$ cat src/rtl/ipv4p_pkg.sv
// ----------------------------------------------------------------------------
// ipv4p_pkg
// Shared types and constants for the dotted-quad address and port parser.
// ----------------------------------------------------------------------------
package ipv4p_pkg;

	localparam int CH_W    = 8;
	localparam int ACC_W   = 17;
	localparam int ADDR_W  = 32;
	localparam int PORT_W  = 16;
	localparam int OUT_W   = 56;

	localparam logic [ACC_W-1:0]  ACC_MAX      = 17'd131071;
	localparam logic [ACC_W-1:0]  OCTET_MAX    = 17'd255;
	localparam logic [ACC_W-1:0]  PORT_MAX     = 17'd65535;
	localparam logic [ACC_W-1:0]  PORT_MIN     = 17'd1024;
	localparam logic [PORT_W-1:0] DEFAULT_PORT = 16'd1500;

	localparam logic [CH_W-1:0] CH_NUL   = 8'h00;
	localparam logic [CH_W-1:0] CH_DOT   = 8'h2E;
	localparam logic [CH_W-1:0] CH_COLON = 8'h3A;
	localparam logic [CH_W-1:0] CH_ZERO  = 8'h30;
	localparam logic [CH_W-1:0] CH_NINE  = 8'h39;

	typedef enum logic [2:0] {
		TK_DIGIT,
		TK_DOT,
		TK_COLON,
		TK_END,
		TK_OTHER
	} tok_kind_t;

	typedef struct packed {
		tok_kind_t  kind;
		logic [3:0] digit;
	} token_t;

	typedef enum logic [2:0] {
		PH_OCT0,
		PH_OCT1,
		PH_OCT2,
		PH_OCT3,
		PH_PORT
	} phase_t;

endpackage

$ cat src/rtl/ipv4p_classify.sv
// ----------------------------------------------------------------------------
// ipv4p_classify
// Front end: sorts each incoming character into a parser token.
// ----------------------------------------------------------------------------
module ipv4p_classify (
	input  logic [ipv4p_pkg::CH_W-1:0] ch,
	output ipv4p_pkg::token_t          tok
);
	import ipv4p_pkg::*;

	always_comb begin
		tok.digit = ch[3:0];
		if (ch == CH_NUL) begin
			tok.kind = TK_END;
		end else if (ch >= CH_ZERO && ch <= CH_NINE) begin
			tok.kind = TK_DIGIT;
		end else if (ch == CH_DOT) begin
			tok.kind = TK_DOT;
		end else if (ch == CH_COLON) begin
			tok.kind = TK_COLON;
		end else begin
			tok.kind = TK_OTHER;
		end
	end

endmodule

$ cat src/rtl/ipv4p_fifo.sv
// ----------------------------------------------------------------------------
// ipv4p_fifo
// Short token queue between the classifier and the parser core.
// ----------------------------------------------------------------------------
module ipv4p_fifo #(
	parameter int WIDTH = 7,
	parameter int DEPTH = 4
) (
	input  logic             clk,
	input  logic             arst_n,
	input  logic             push,
	input  logic [WIDTH-1:0] push_data,
	output logic             full,
	input  logic             pop,
	output logic [WIDTH-1:0] pop_data,
	output logic             not_empty
);
	localparam int PTR_W = $clog2(DEPTH);
	localparam int CNT_W = $clog2(DEPTH + 1);
	localparam logic [PTR_W-1:0] PTR_LAST = PTR_W'(DEPTH - 1);
	localparam logic [CNT_W-1:0] CNT_FULL = CNT_W'(DEPTH);

	logic [WIDTH-1:0] mem_q [DEPTH];
	logic [PTR_W-1:0] wr_ptr_q;
	logic [PTR_W-1:0] rd_ptr_q;
	logic [CNT_W-1:0] count_q;
	logic             do_push;
	logic             do_pop;

	assign full      = (count_q == CNT_FULL);
	assign not_empty = (count_q != '0);
	assign do_push   = push && !full;
	assign do_pop    = pop && not_empty;
	assign pop_data  = mem_q[rd_ptr_q];

	always_ff @(posedge clk) begin
		if (do_push) begin
			mem_q[wr_ptr_q] <= push_data;
		end
	end

	always_ff @(posedge clk or negedge arst_n) begin
		if (!arst_n) begin
			wr_ptr_q <= '0;
			rd_ptr_q <= '0;
			count_q  <= '0;
		end else begin
			if (do_push) begin
				wr_ptr_q <= (wr_ptr_q == PTR_LAST) ? '0 : wr_ptr_q + 1'b1;
			end
			if (do_pop) begin
				rd_ptr_q <= (rd_ptr_q == PTR_LAST) ? '0 : rd_ptr_q + 1'b1;
			end
			if (do_push && !do_pop) begin
				count_q <= count_q + 1'b1;
			end else if (do_pop && !do_push) begin
				count_q <= count_q - 1'b1;
			end
		end
	end

	a_count_range: assert property (@(posedge clk) disable iff (!arst_n)
		count_q <= CNT_FULL)
		else $error("queue count beyond depth");

	a_ptr_gap: assert property (@(posedge clk) disable iff (!arst_n)
		(count_q == '0 || count_q == CNT_FULL) |-> wr_ptr_q == rd_ptr_q)
		else $error("pointers disagree with count");

	a_push_count: assert property (@(posedge clk) disable iff (!arst_n)
		(do_push && !do_pop) |=> count_q == $past(count_q) + 1'b1)
		else $error("push did not advance count");

endmodule

$ cat src/rtl/ipv4p_exec.sv
// ----------------------------------------------------------------------------
// ipv4p_exec
// Back end: runs the parser state on one token per cycle, except while an end token stalls, and holds the result.
// ----------------------------------------------------------------------------
module ipv4p_exec (
	input  logic                         clk,
	input  logic                         arst_n,
	input  ipv4p_pkg::token_t            tok,
	input  logic                         tok_valid,
	output logic                         tok_pop,
	input  logic [ipv4p_pkg::PORT_W-1:0] default_port,
	output logic                         out_valid,
	input  logic                         out_ready,
	output logic                         out_ok,
	output logic [ipv4p_pkg::ADDR_W-1:0] out_addr,
	output logic [ipv4p_pkg::PORT_W-1:0] out_port
);
	import ipv4p_pkg::*;

	localparam int MUL_W = ACC_W + 4;

	phase_t              phase_q, phase_d;
	logic [ACC_W-1:0]    acc_q, acc_d;
	logic                digit_seen_q, digit_seen_d;
	logic [ADDR_W-1:0]   addr_q, addr_d;
	logic                failed_q, failed_d;

	logic                out_valid_q;
	logic                ok_q;
	logic [ADDR_W-1:0]   ip_q;
	logic [PORT_W-1:0]   port_q;

	logic                pop_end;
	logic                octet_ok;
	logic                take_octet;
	logic                set_fail;
	logic [MUL_W-1:0]    acc_ext;
	logic [MUL_W-1:0]    acc_mul;
	logic                good;
	logic [ADDR_W-1:0]   res_addr;
	logic [PORT_W-1:0]   res_port;

	// An end token waits until the output slot frees up; others never stall.
	assign tok_pop  = tok_valid && (tok.kind != TK_END || !out_valid_q || out_ready);
	assign pop_end  = tok_pop && tok.kind == TK_END;
	assign octet_ok = digit_seen_q && acc_q <= OCTET_MAX;

	assign acc_ext = MUL_W'(acc_q);
	assign acc_mul = (acc_ext << 3) + (acc_ext << 1) + MUL_W'(tok.digit);

	// Decide per token what the parser does
	always_comb begin
		take_octet = 1'b0;
		set_fail   = 1'b0;
		if (tok_pop && !failed_q) begin
			case (tok.kind)
				TK_DIGIT: ;
				TK_DOT: begin
					if ((phase_q == PH_OCT0 || phase_q == PH_OCT1 || phase_q == PH_OCT2)
						&& octet_ok) begin
						take_octet = 1'b1;
					end else begin
						set_fail = 1'b1;
					end
				end
				TK_COLON: begin
					if (phase_q == PH_OCT3 && octet_ok) begin
						take_octet = 1'b1;
					end else begin
						set_fail = 1'b1;
					end
				end
				TK_END: ;
				default: set_fail = 1'b1;
			endcase
		end
	end

	// Next phase
	always_comb begin
		phase_d = phase_q;
		if (pop_end) begin
			phase_d = PH_OCT0;
		end else if (take_octet) begin
			unique case (phase_q)
				PH_OCT0: phase_d = PH_OCT1;
				PH_OCT1: phase_d = PH_OCT2;
				PH_OCT2: phase_d = PH_OCT3;
				PH_OCT3: phase_d = PH_PORT;
				PH_PORT: phase_d = PH_PORT;
				default: phase_d = PH_OCT0;
			endcase
		end
	end

	// Datapath next values
	always_comb begin
		acc_d        = acc_q;
		digit_seen_d = digit_seen_q;
		addr_d       = addr_q;
		failed_d     = failed_q;
		if (pop_end) begin
			acc_d        = '0;
			digit_seen_d = 1'b0;
			addr_d       = '0;
			failed_d     = 1'b0;
		end else if (tok_pop && !failed_q && tok.kind == TK_DIGIT) begin
			// saturate rather than wrap
			acc_d        = (acc_mul > MUL_W'(ACC_MAX)) ? ACC_MAX : acc_mul[ACC_W-1:0];
			digit_seen_d = 1'b1;
		end else if (take_octet) begin
			addr_d       = {addr_q[ADDR_W-9:0], acc_q[7:0]};
			acc_d        = '0;
			digit_seen_d = 1'b0;
		end else if (set_fail) begin
			failed_d     = 1'b1;
		end
	end

	// Result of the terminator
	always_comb begin
		good     = 1'b0;
		res_addr = '0;
		res_port = '0;
		if (!failed_q) begin
			if (phase_q == PH_OCT3 && octet_ok) begin
				good     = 1'b1;
				res_addr = {addr_q[ADDR_W-9:0], acc_q[7:0]};
				res_port = default_port;
			end else if (phase_q == PH_PORT && digit_seen_q && acc_q >= PORT_MIN
				&& acc_q <= PORT_MAX) begin
				good     = 1'b1;
				res_addr = addr_q;
				res_port = acc_q[PORT_W-1:0];
			end
		end
	end

	always_ff @(posedge clk or negedge arst_n) begin
		if (!arst_n) begin
			phase_q      <= PH_OCT0;
			acc_q        <= '0;
			digit_seen_q <= 1'b0;
			addr_q       <= '0;
			failed_q     <= 1'b0;
			out_valid_q  <= 1'b0;
		end else begin
			phase_q      <= phase_d;
			acc_q        <= acc_d;
			digit_seen_q <= digit_seen_d;
			addr_q       <= addr_d;
			failed_q     <= failed_d;
			if (pop_end) begin
				out_valid_q <= 1'b1;
			end else if (out_ready) begin
				out_valid_q <= 1'b0;
			end
		end
	end

	always_ff @(posedge clk) begin
		if (pop_end) begin
			ok_q   <= good;
			ip_q   <= res_addr;
			port_q <= res_port;
		end
	end

	assign out_valid = out_valid_q;
	assign out_ok    = ok_q;
	assign out_addr  = ip_q;
	assign out_port  = port_q;

	a_fail_zero: assert property (@(posedge clk) disable iff (!arst_n)
		(out_valid_q && !ok_q) |-> (ip_q == '0 && port_q == '0))
		else $error("failed result carries nonzero fields");

	a_rearm: assert property (@(posedge clk) disable iff (!arst_n)
		pop_end |=> (phase_q == PH_OCT0 && !failed_q && !digit_seen_q && addr_q == '0))
		else $error("parser not rearmed after terminator");

	a_acc_clear: assert property (@(posedge clk) disable iff (!arst_n)
		!digit_seen_q |-> acc_q == '0)
		else $error("accumulator set without a digit");

	a_no_overwrite: assert property (@(posedge clk) disable iff (!arst_n)
		(out_valid_q && !out_ready) |-> !pop_end)
		else $error("result overwritten while stalled");

endmodule

$ cat src/rtl/ipv4_address_port_text_parser.sv
// ----------------------------------------------------------------------------
// ipv4_address_port_text_parser
// Parses d.d.d.d or d.d.d.d:port text, one character per transfer.
// ----------------------------------------------------------------------------
// Usage:
//   s_tdata carries one ASCII character per transfer; a zero byte ends the
//   string. Only the zero byte produces a result on the m_ side: ok, the
//   32-bit address (first octet in the top byte) and the port. Without a
//   colon the port is the default_port register, written through cfg_wr_en
//   and cfg_wr_data; the user must write it only while the block is idle,
//   which the block itself does not enforce. A failed parse returns ok low
//   with address and port zero. Throughput is one character per cycle while
//   no stall holds the flow: the classifier, the token queue and the parser
//   core each move one token per cycle. A terminator is written into the queue,
//   popped at its head by the core, and the core then loads the output register.
//   Reset clears the queue, rearms the parser and loads default_port with
//   1500. When the receiver stalls, characters keep flowing into the parser
//   until a terminator meets the occupied output register; it then waits at
//   the queue head, and s_tready drops once QUEUE_DEPTH tokens are queued.
// ----------------------------------------------------------------------------
module ipv4_address_port_text_parser #(
	parameter int QUEUE_DEPTH = 4
) (
	input  logic                          clk,
	input  logic                          arst_n,
	input  logic                          s_tvalid,
	output logic                          s_tready,
	input  logic [7:0]                    s_tdata,     // [7:0] ch
	output logic                          m_tvalid,
	input  logic                          m_tready,
	output logic [ipv4p_pkg::OUT_W-1:0]   m_tdata,     // [0] ok, [32:1] ip_address,
	                                                   // [48:33] port_number, rest zero
	input  logic                          cfg_wr_en,
	input  logic [ipv4p_pkg::PORT_W-1:0]  cfg_wr_data
);
	import ipv4p_pkg::*;

	localparam int TOK_W = $bits(token_t);
	localparam int PAD_W = OUT_W - 1 - ADDR_W - PORT_W;

	logic [PORT_W-1:0] default_port_q;
	token_t            in_tok;
	token_t            head_tok;
	logic [TOK_W-1:0]  head_bits;
	logic              q_full;
	logic              q_valid;
	logic              q_pop;
	logic              res_ok;
	logic [ADDR_W-1:0] res_addr;
	logic [PORT_W-1:0] res_port;

	always_ff @(posedge clk or negedge arst_n) begin
		if (!arst_n) begin
			default_port_q <= DEFAULT_PORT;
		end else if (cfg_wr_en) begin
			default_port_q <= cfg_wr_data;
		end
	end

	ipv4p_classify u_classify (
		.ch  (s_tdata),
		.tok (in_tok)
	);

	assign s_tready = !q_full;

	ipv4p_fifo #(
		.WIDTH (TOK_W),
		.DEPTH (QUEUE_DEPTH)
	) u_queue (
		.clk       (clk),
		.arst_n    (arst_n),
		.push      (s_tvalid),
		.push_data (in_tok),
		.full      (q_full),
		.pop       (q_pop),
		.pop_data  (head_bits),
		.not_empty (q_valid)
	);

	assign head_tok = token_t'(head_bits);

	ipv4p_exec u_exec (
		.clk          (clk),
		.arst_n       (arst_n),
		.tok          (head_tok),
		.tok_valid    (q_valid),
		.tok_pop      (q_pop),
		.default_port (default_port_q),
		.out_valid    (m_tvalid),
		.out_ready    (m_tready),
		.out_ok       (res_ok),
		.out_addr     (res_addr),
		.out_port     (res_port)
	);

	assign m_tdata = {{PAD_W{1'b0}}, res_port, res_addr, res_ok};

endmodule
$ cat config.mk
export PLATFORM = sky130hd
export DESIGN_NAME = ipv4_address_port_text_parser
export DESIGN_NICKNAME = d
export VERILOG_FILES = /design/src/rtl/ipv4p_pkg.sv /design/src/rtl/ipv4p_classify.sv /design/src/rtl/ipv4p_fifo.sv /design/src/rtl/ipv4p_exec.sv /design/src/rtl/ipv4_address_port_text_parser.sv
export SDC_FILE = /design/constraint.sdc
export NUM_CORES = 1
export LEC_CHECK = 0
export ABC_AREA = 1
export ABC_CLOCK_PERIOD_IN_PS = 3000
export BUFFER_PORTS_ARGS = -buffer_cell sky130_fd_sc_hd__buf_4
export CORE_MARGIN = 2
export CORE_UTILIZATION = 45
export DETAILED_ROUTE_END_ITERATION = 7
export GPL_ROUTABILITY_DRIVEN = 0
export PLACE_DENSITY = 0.66
export SYNTH_ARGS = -nofsm -noshare
export SYNTH_HDL_FRONTEND = slang
export SYNTH_SLANG_ARGS = --single-unit
$ cat constraint.sdc
create_clock -name clk -period 3 [get_ports clk]
set_input_delay 0.6 -clock clk [delete_from_list [all_inputs] [get_ports clk]]
set_output_delay 0.6 -clock clk [all_outputs]
set_load 0.005 [all_outputs]
[Yosys cells after proc, flatten, opt, wreduce, memory -nomap -nowiden]
Memories as Yosys holds them, arrays and structs flattened.
Index checks and enable logic that the tools add are counted.
Widths: inputs -> output; s select.
Operators by class
  muxes and demuxes: 43
  $lt $le $gt $ge: 6
  add/sub/neg operators: 6
  equality and inequality tests: 15
  reductions and logical operators: 37
Operators with widths (number)
  $mux 32: 5
  $mux 17: 4
  $mux 16: 2
  $mux 3: 8
  $add 20x18->21: 1
  $add 21x4->21: 1
  $gt 21x17->1 const B: 1
  $mux 1: 19
  $ge 17x11->1 const B: 1
  $le 17x16->1 const B: 1
  $le 17x8->1 const B: 1
  $eq 8x6->1 const B: 2
  $logic_and 1x1->1: 15
  $eq 3x2->1 const B: 4
  $pmux 3 s4: 1
  $ge 8x6->1 const B: 1
  $le 8x6->1 const B: 1
  $logic_not 8->1: 1
  $reduce_bool 2->1: 4
  $eq 3x1->1 const B: 2
  $eq 3x3->1 const B: 2
  $logic_not 3->1: 2
  $reduce_bool 3->1: 2
  $logic_not 1->1: 5
  13 further kinds: 21
Word-level totals
  memories kept: 1
  bits in registers: 127
  bits of input ports: 29
  output and inout port bits: 58
  bits in writable memories: 28
  word-level logic and storage cells: 121
Memory list
  u_queue.mem_q: depth 4, width 7, read ports 1, clocked after memory_dff 0, wr ports 1, line ipv4p_fifo.sv:23  | logic [WIDTH-1:0] mem_q [DEPTH];

[Logic depth before layout (Yosys ltp)]
  depth after elaboration: 11
  depth in mapped cells: 22
  depth with buffers taken out: 20

[By module]
A second synthesis with hierarchy kept.
Second synthesis, totals
  cells, all modules: 990
  area total of the unflattened synthesis: 8642.0 um^2
Modules (own cells, without submodules)
  ipv4p_exec: area an instance 6159.7 um^2, sequential area each 2847.7 um^2, cells an instance 734, instances 1
  ipv4p_fifo: area an instance 1596.5 um^2, sequential area each 1016.0 um^2, cells an instance 141, instances 1
  ipv4_address_port_text_parser: area an instance 720.7 um^2, sequential area each 409.1 um^2, cells an instance 78, instances 1
  ipv4p_classify: area an instance 165.2 um^2, sequential area each 0.0 um^2, cells an instance 37, instances 1

[Worst setup path before layout]
OpenSTA, ideal clock, no wires.
  path type: flip-flop to flip-flop
  start: reg u_queue.rd_ptr_q[0]
  end: reg u_exec.acc_q[15]
  library setup time: 117 ps
  data required time: 2883 ps
  path slack: -160 ps
  cell stages (with the launch flop): 21
  clock period less this slack: 3160 ps
  buffers on the path: 2
  arrival time: 3043 ps
  cells stage by stage: dfrtp_1 -> inv_2 -> buf_6 -> nand2_1 -> a32o_1 -> fa_1 -> inv_1 -> fa_1 -> nand2_1 -> nand3_1 -> nand3_1 -> nand2_1 -> nand2_1 -> nand3_1 -> nand2_1 -> nand2_1 -> nor2_2 -> buf_4 -> nand2_1 -> nand2_1 -> nand2_1
On the way
  longest elaborated chain between the ends: 9
  elaborated cells between the ends (all ways): 20
  those cells by class: 1 x add/sub; 1 x order compare; 4 x eq/ne; 5 x mux; 8 x reduce/logical; 1 x memory
Ends and longest elaborated chain
  start, declared: line ipv4p_fifo.sv:25  | logic [PTR_W-1:0] rd_ptr_q;
  start signal, assigned: line ipv4p_fifo.sv:52  | rd_ptr_q <= (rd_ptr_q == PTR_LAST) ? '0 : rd_ptr_q + 1'b1;
  $mem_v2 4x7 (*)
  branches (longest 8 deep; another with $add 21x4->21)
  end signal, assigned: line ipv4p_exec.sv:142  | acc_q <= '0;
  end signal, assigned: line ipv4p_exec.sv:149  | acc_q <= acc_d;
  end, declared: line ipv4p_exec.sv:23  | logic [ACC_W-1:0] acc_q, acc_d;
Mark *: on every way between the ends.
A chain may end at the register's enable or synchronous reset.

[Worst setup path after layout]
  start: reg u_queue.rd_ptr_q[0]
  end: reg u_exec.acc_q[13]
Same word-level chain as after synthesis.

==> parameters.txt <==
Parameter                              Value

Logic synthesis
  Post-synthesis instance area ... approximately 0.0085 mm^2
  Sequential cell area fraction in the yosys report ... 0.504
  Synth Area in Compound Gates ... 0.0654
  Average instance area after synthesis ... 9.27 um^2
  Post-synthesis share of cell area spent on full adders, half adders and majority gates ... 0.0646
  Unique cell type count in the Yosys netlist ... 48
  Cell count after synthesis ... a little over 900
  Number of flip-flops and latches in the synthesized netlist ... 155
  Post-synthesis xor/xnor area fraction ... 0.0155
  Proportion of synthesized area in mux cells ... 0.0226
  Fraction of registers with async set/reset ... 0.503
  EDFF count, synth ... 77
  Top FF cell, synth ... sky130_fd_sc_hd__edfxtp_1
  Total number of yosys warnings ... 0
  Fraction of the mapped netlist area in simple logic gates ... 0.258
  Combinational family with the most area after synthesis ... simple AND/OR/NAND/NOR gates

Clocking
  Clock buffer count from CTS ... 17
  Clock tree from TritonCTS ... built
  # H-tree levels ... 4
  Clock transition at the registers of the reported paths ... 0.06 ns
  Hold Buf Count CTS ... 0
  Total clock sinks ... 155
  Clock buffer depth ... 2
  CTS Root Cell ... sky130_fd_sc_hd__clkbuf_16
  Clock network latency to the later pin of the worst-skew pair ... 0.42 ns

Timing
  Unrepaired setup endpoints after global routing ... yes
  Final critical-path share of the clock period ... 1.01
  Setup-violating endpoint count in the final report ... 8
  Setup TNS ... -0.0670 ns
  Final min period ... 3.02 ns
  Max Clock Freq ... 332 MHz
  Clock tree skew after final layout ... 0.00629 ns
  Worst rel slew slack ... 0.526
  Worst Tran Pin Value ... 0.708 ns
  Setup slack after layout ... -0.0152 ns
  Final count of pins violating max slew ... 0
  Hold violation total from the final report ... 0

Global route
  Antenna violations before repair ... 0
  Routing usage on met1 ... 0.259
  Via count of the first global-routing pass ... 6,101
  Largest net degree at the start of global routing ... 50
  Total gr overflow ... 0
  Met2 global-route usage ... 0.299
  Gr usage total ... 0.189
  GR met3 Demand/Resource ... 0.0442
  Peak-usage layer in the global routing report ... met2
  Global-route wire length before repair ... 30,200 um

Die
  Width of the chip ... 141 um
  Ports placed on the boundary ... 87
  Effective utilization at floorplan ... 0.456
  Die outline height ... 141 um
  FP Rows ... 50
  Overall die area ... 0.0200 mm^2
  Core Area ... 0.0186 mm^2

Critical path
  Endpoint of the lowest-slack register-to-register path ... u_exec.acc_q[13]$_DFFE_PN0P_
  Cell-by-cell listing of the critical path ... inv_2, nand2_1, a32o_1, fa_1, inv_2, fa_2, nand2_2, nand3_2, nand3_2, nand2_2, nand2_2, nand3_2, nand2_2, nand2_2, nor2_4, clkbuf_16, nand2_1, nand2_1, nand2_1
  Cell class contributing the biggest share of worst-path delay ... simple AND/OR/NAND/NOR gates
  Master of the slowest instance on the critical path ... sky130_fd_sc_hd__fa_1
  Type of the worst setup path ... flop to flop
  Worst setup slack for register-to-register paths ... -0.02 ns
  Arrival time at the worst endpoint ... 3.33 ns
  Max stage delay on crit path ... 0.50 ns
  Biggest fanout along the worst timing path ... 8
  Required time at the worst-slack endpoint ... 3.31 ns
  Endpoint type of the worst setup path ... flop
  Number of cells on the worst reg-to-reg path ... 19
  Startpoint of the most critical setup path ... u_queue.rd_ptr_q[0]$_DFFE_PN0P_
  Combined buffer and inverter count along the critical path ... 3
  Most Frequent Cell on Critical Path ... sky130_fd_sc_hd__nand2_2
  R2r startpoint ... u_queue.rd_ptr_q[0]$_DFFE_PN0P_
  Nature of the critical path startpoint ... flop

Final layout
  Final antenna diode count ... 0
  Number of fill cells in the layout ... between 1,500 and 2,000
  Number of nets in the layout ... 1,071
  Commonest cells after routing, fill and taps aside ... 268 x sky130_fd_sc_hd__nand2_1, 100 x sky130_fd_sc_hd__buf_4, 77 x sky130_fd_sc_hd__edfxtp_1
  Non-filler instance count after layout ... 1,247
  Most common cell after layout, fill and taps aside ... sky130_fd_sc_hd__nand2_1
  Area added between synthesis and finish ... 18.3%
  Fin util ... 0.540
  Share of final-layout standard cells stronger than drive strength 1 ... 0.237

Worst hold path
  Classification of the worst-slack hold path ... input pin to async pin

Placed design
  Post-placement setup slack ... roughly 0.071 ns
  Buffers on Ports ... just under 80
  Post-detail-place hpwl ... 12,900 um
  Placed cell count ... 1,212

Run status
  Violated checks ... negative setup slack
  Status ... finished with violations

Detailed routing
  Routed WL per cell ... 15.1 um
  Via count ... 6,493
  Number of remaining DRC errors ... 0
  Per-cell via count in the routed design ... 5.21
  Number of DRC violations after detailed-routing iteration 0 ... 460
  Number of search-and-repair iterations in the first detailed-routing pass ... 5
  Post-DRT Antenna Nets ... 0
  Total wirelength of the detailed-routed design ... roughly 19,000 um

Power and ir drop
  Power Density ... 795 mW/mm^2
  Largest vdd supply drop ... 489 uV
  Standby leakage power ... 0.00465 uW
  Pwr Total ... 7980 uW

Run
  Max-capacitance violation count ... 0
cells in the mapped netlist (5+ instances only):
| cell | n | area (um^2) |
|---|---|---|
| sky130_fd_sc_hd__inv_2 | 5 | 18.8 |
| sky130_fd_sc_hd__a21oi_1 | 63 | 315 |
| sky130_fd_sc_hd__ha_1 | 39 | 488 |
| sky130_fd_sc_hd__xnor2_1 | 7 | 61.3 |
| sky130_fd_sc_hd__a22oi_1 | 5 | 37.5 |
| sky130_fd_sc_hd__nand2_1 | 284 | 1070 |
| sky130_fd_sc_hd__xor2_1 | 8 | 70.1 |
| sky130_fd_sc_hd__edfxtp_1 | 77 | 2310 |
| sky130_fd_sc_hd__nor2_1 | 46 | 173 |
| sky130_fd_sc_hd__clkbuf_1 | 16 | 60.1 |
| sky130_fd_sc_hd__nand3_2 | 31 | 310 |
| sky130_fd_sc_hd__dfrtp_1 | 71 | 1780 |
| sky130_fd_sc_hd__nand3_1 | 80 | 400 |
| sky130_fd_sc_hd__inv_1 | 63 | 236 |
| sky130_fd_sc_hd__buf_4 | 11 | 82.6 |
| sky130_fd_sc_hd__buf_2 | 8 | 40.0 |
| sky130_fd_sc_hd__o21ai_0 | 15 | 75.1 |
| sky130_fd_sc_hd__dfstp_2 | 7 | 184 |
| sky130_fd_sc_hd__mux2_2 | 17 | 191 |
| sky130_fd_sc_hd__nor3_1 | 6 | 30.0 |
sequential cells by signal (all words and copies together), names as in the netlist, 2 cells and up:
| signal | count |
|---|---|
| u_exec.addr_q | 32 |
| u_exec.out_addr | 32 |
| u_queue.mem_q | 28 |
| u_exec.acc_q | 17 |
| default_port_q | 16 |
| u_exec.out_port | 16 |
| u_exec.phase_q | 3 |
| u_queue.count_q | 3 |
| u_queue.rd_ptr_q | 2 |
| u_queue.wr_ptr_q | 2 |
cell families (layout without fill, tap and decap cells):
logic type / Yosys count / after routing
adder cells (fa/ha/maj): 42 / 42
flip-flops: 155 / 155
XOR/XNOR: 15 / 15
AND/OR/NAND/NOR: 468 / 468
other: 1 / 7
buffers and inverters: 117 / 209
multiplexers: 17 / 17
AO/OA/AOI/OAI: 100 / 100
layout make-up:
class | count | area, um^2 | area share
Sequential cell | 155 | 4280 | 0.426
Multi-Input combinational cell | 649 | 3760 | 0.375
Timing Repair Buffer | 106 | 872 | 0.0869
Clock buffer | 23 | 468 | 0.0466
Tap cell | 234 | 293 | 0.0292
Inverter | 71 | 274 | 0.0273
Clock inverter | 9 | 88.8 | 0.00885
metrics by stage:
| stage | hold slack (ns) | instance area [um^2] |
|---|---|---|
| after detailed placement | 0.494 | 9310 |
| after floorplan | 0.304 | 8510 |
| after global placement | 0.490 | 9310 |
| after global routing | 0.197 | 10000 |
| after CTS | 0.174 | 9860 |
| final | 0.153 | 10000 |
worst max path at each step:
stage                                   endpoint  cells after the start
CTS                  u_exec.acc_q[9]$_DFFE_PN0P_                     16
floorplan           u_exec.acc_q[15]$_DFFE_PN0P_                     20
finish              u_exec.acc_q[13]$_DFFE_PN0P_                     19
global placement     u_exec.acc_q[9]$_DFFE_PN0P_                     16
detailed placement   u_exec.acc_q[9]$_DFFE_PN0P_                     16
global route         u_exec.acc_q[4]$_DFFE_PN0P_                     19
metal layers:
metal  vias up  share of wire
met2       146           0.48
met5         -              0
met3        28          0.043
met4         0          0.018
li1       3214              -
met1      3105           0.46
power breakdown:
group	total [uW]	internal, uW	switching [uW]
logic	2880	1090	1800
clock network	2030	1190	844
registers	3070	2780	283
total	7980	5060	2920
repair_timing:
| item | in CTS | in global routing |
|---|---|---|
| gates resized for setup | 0 | 34 |
| setup endpoints to repair | 0 | 17 |
| buffers inserted | 0 | 1 |
Note: power is estimated with default switching activity, not from simulation.
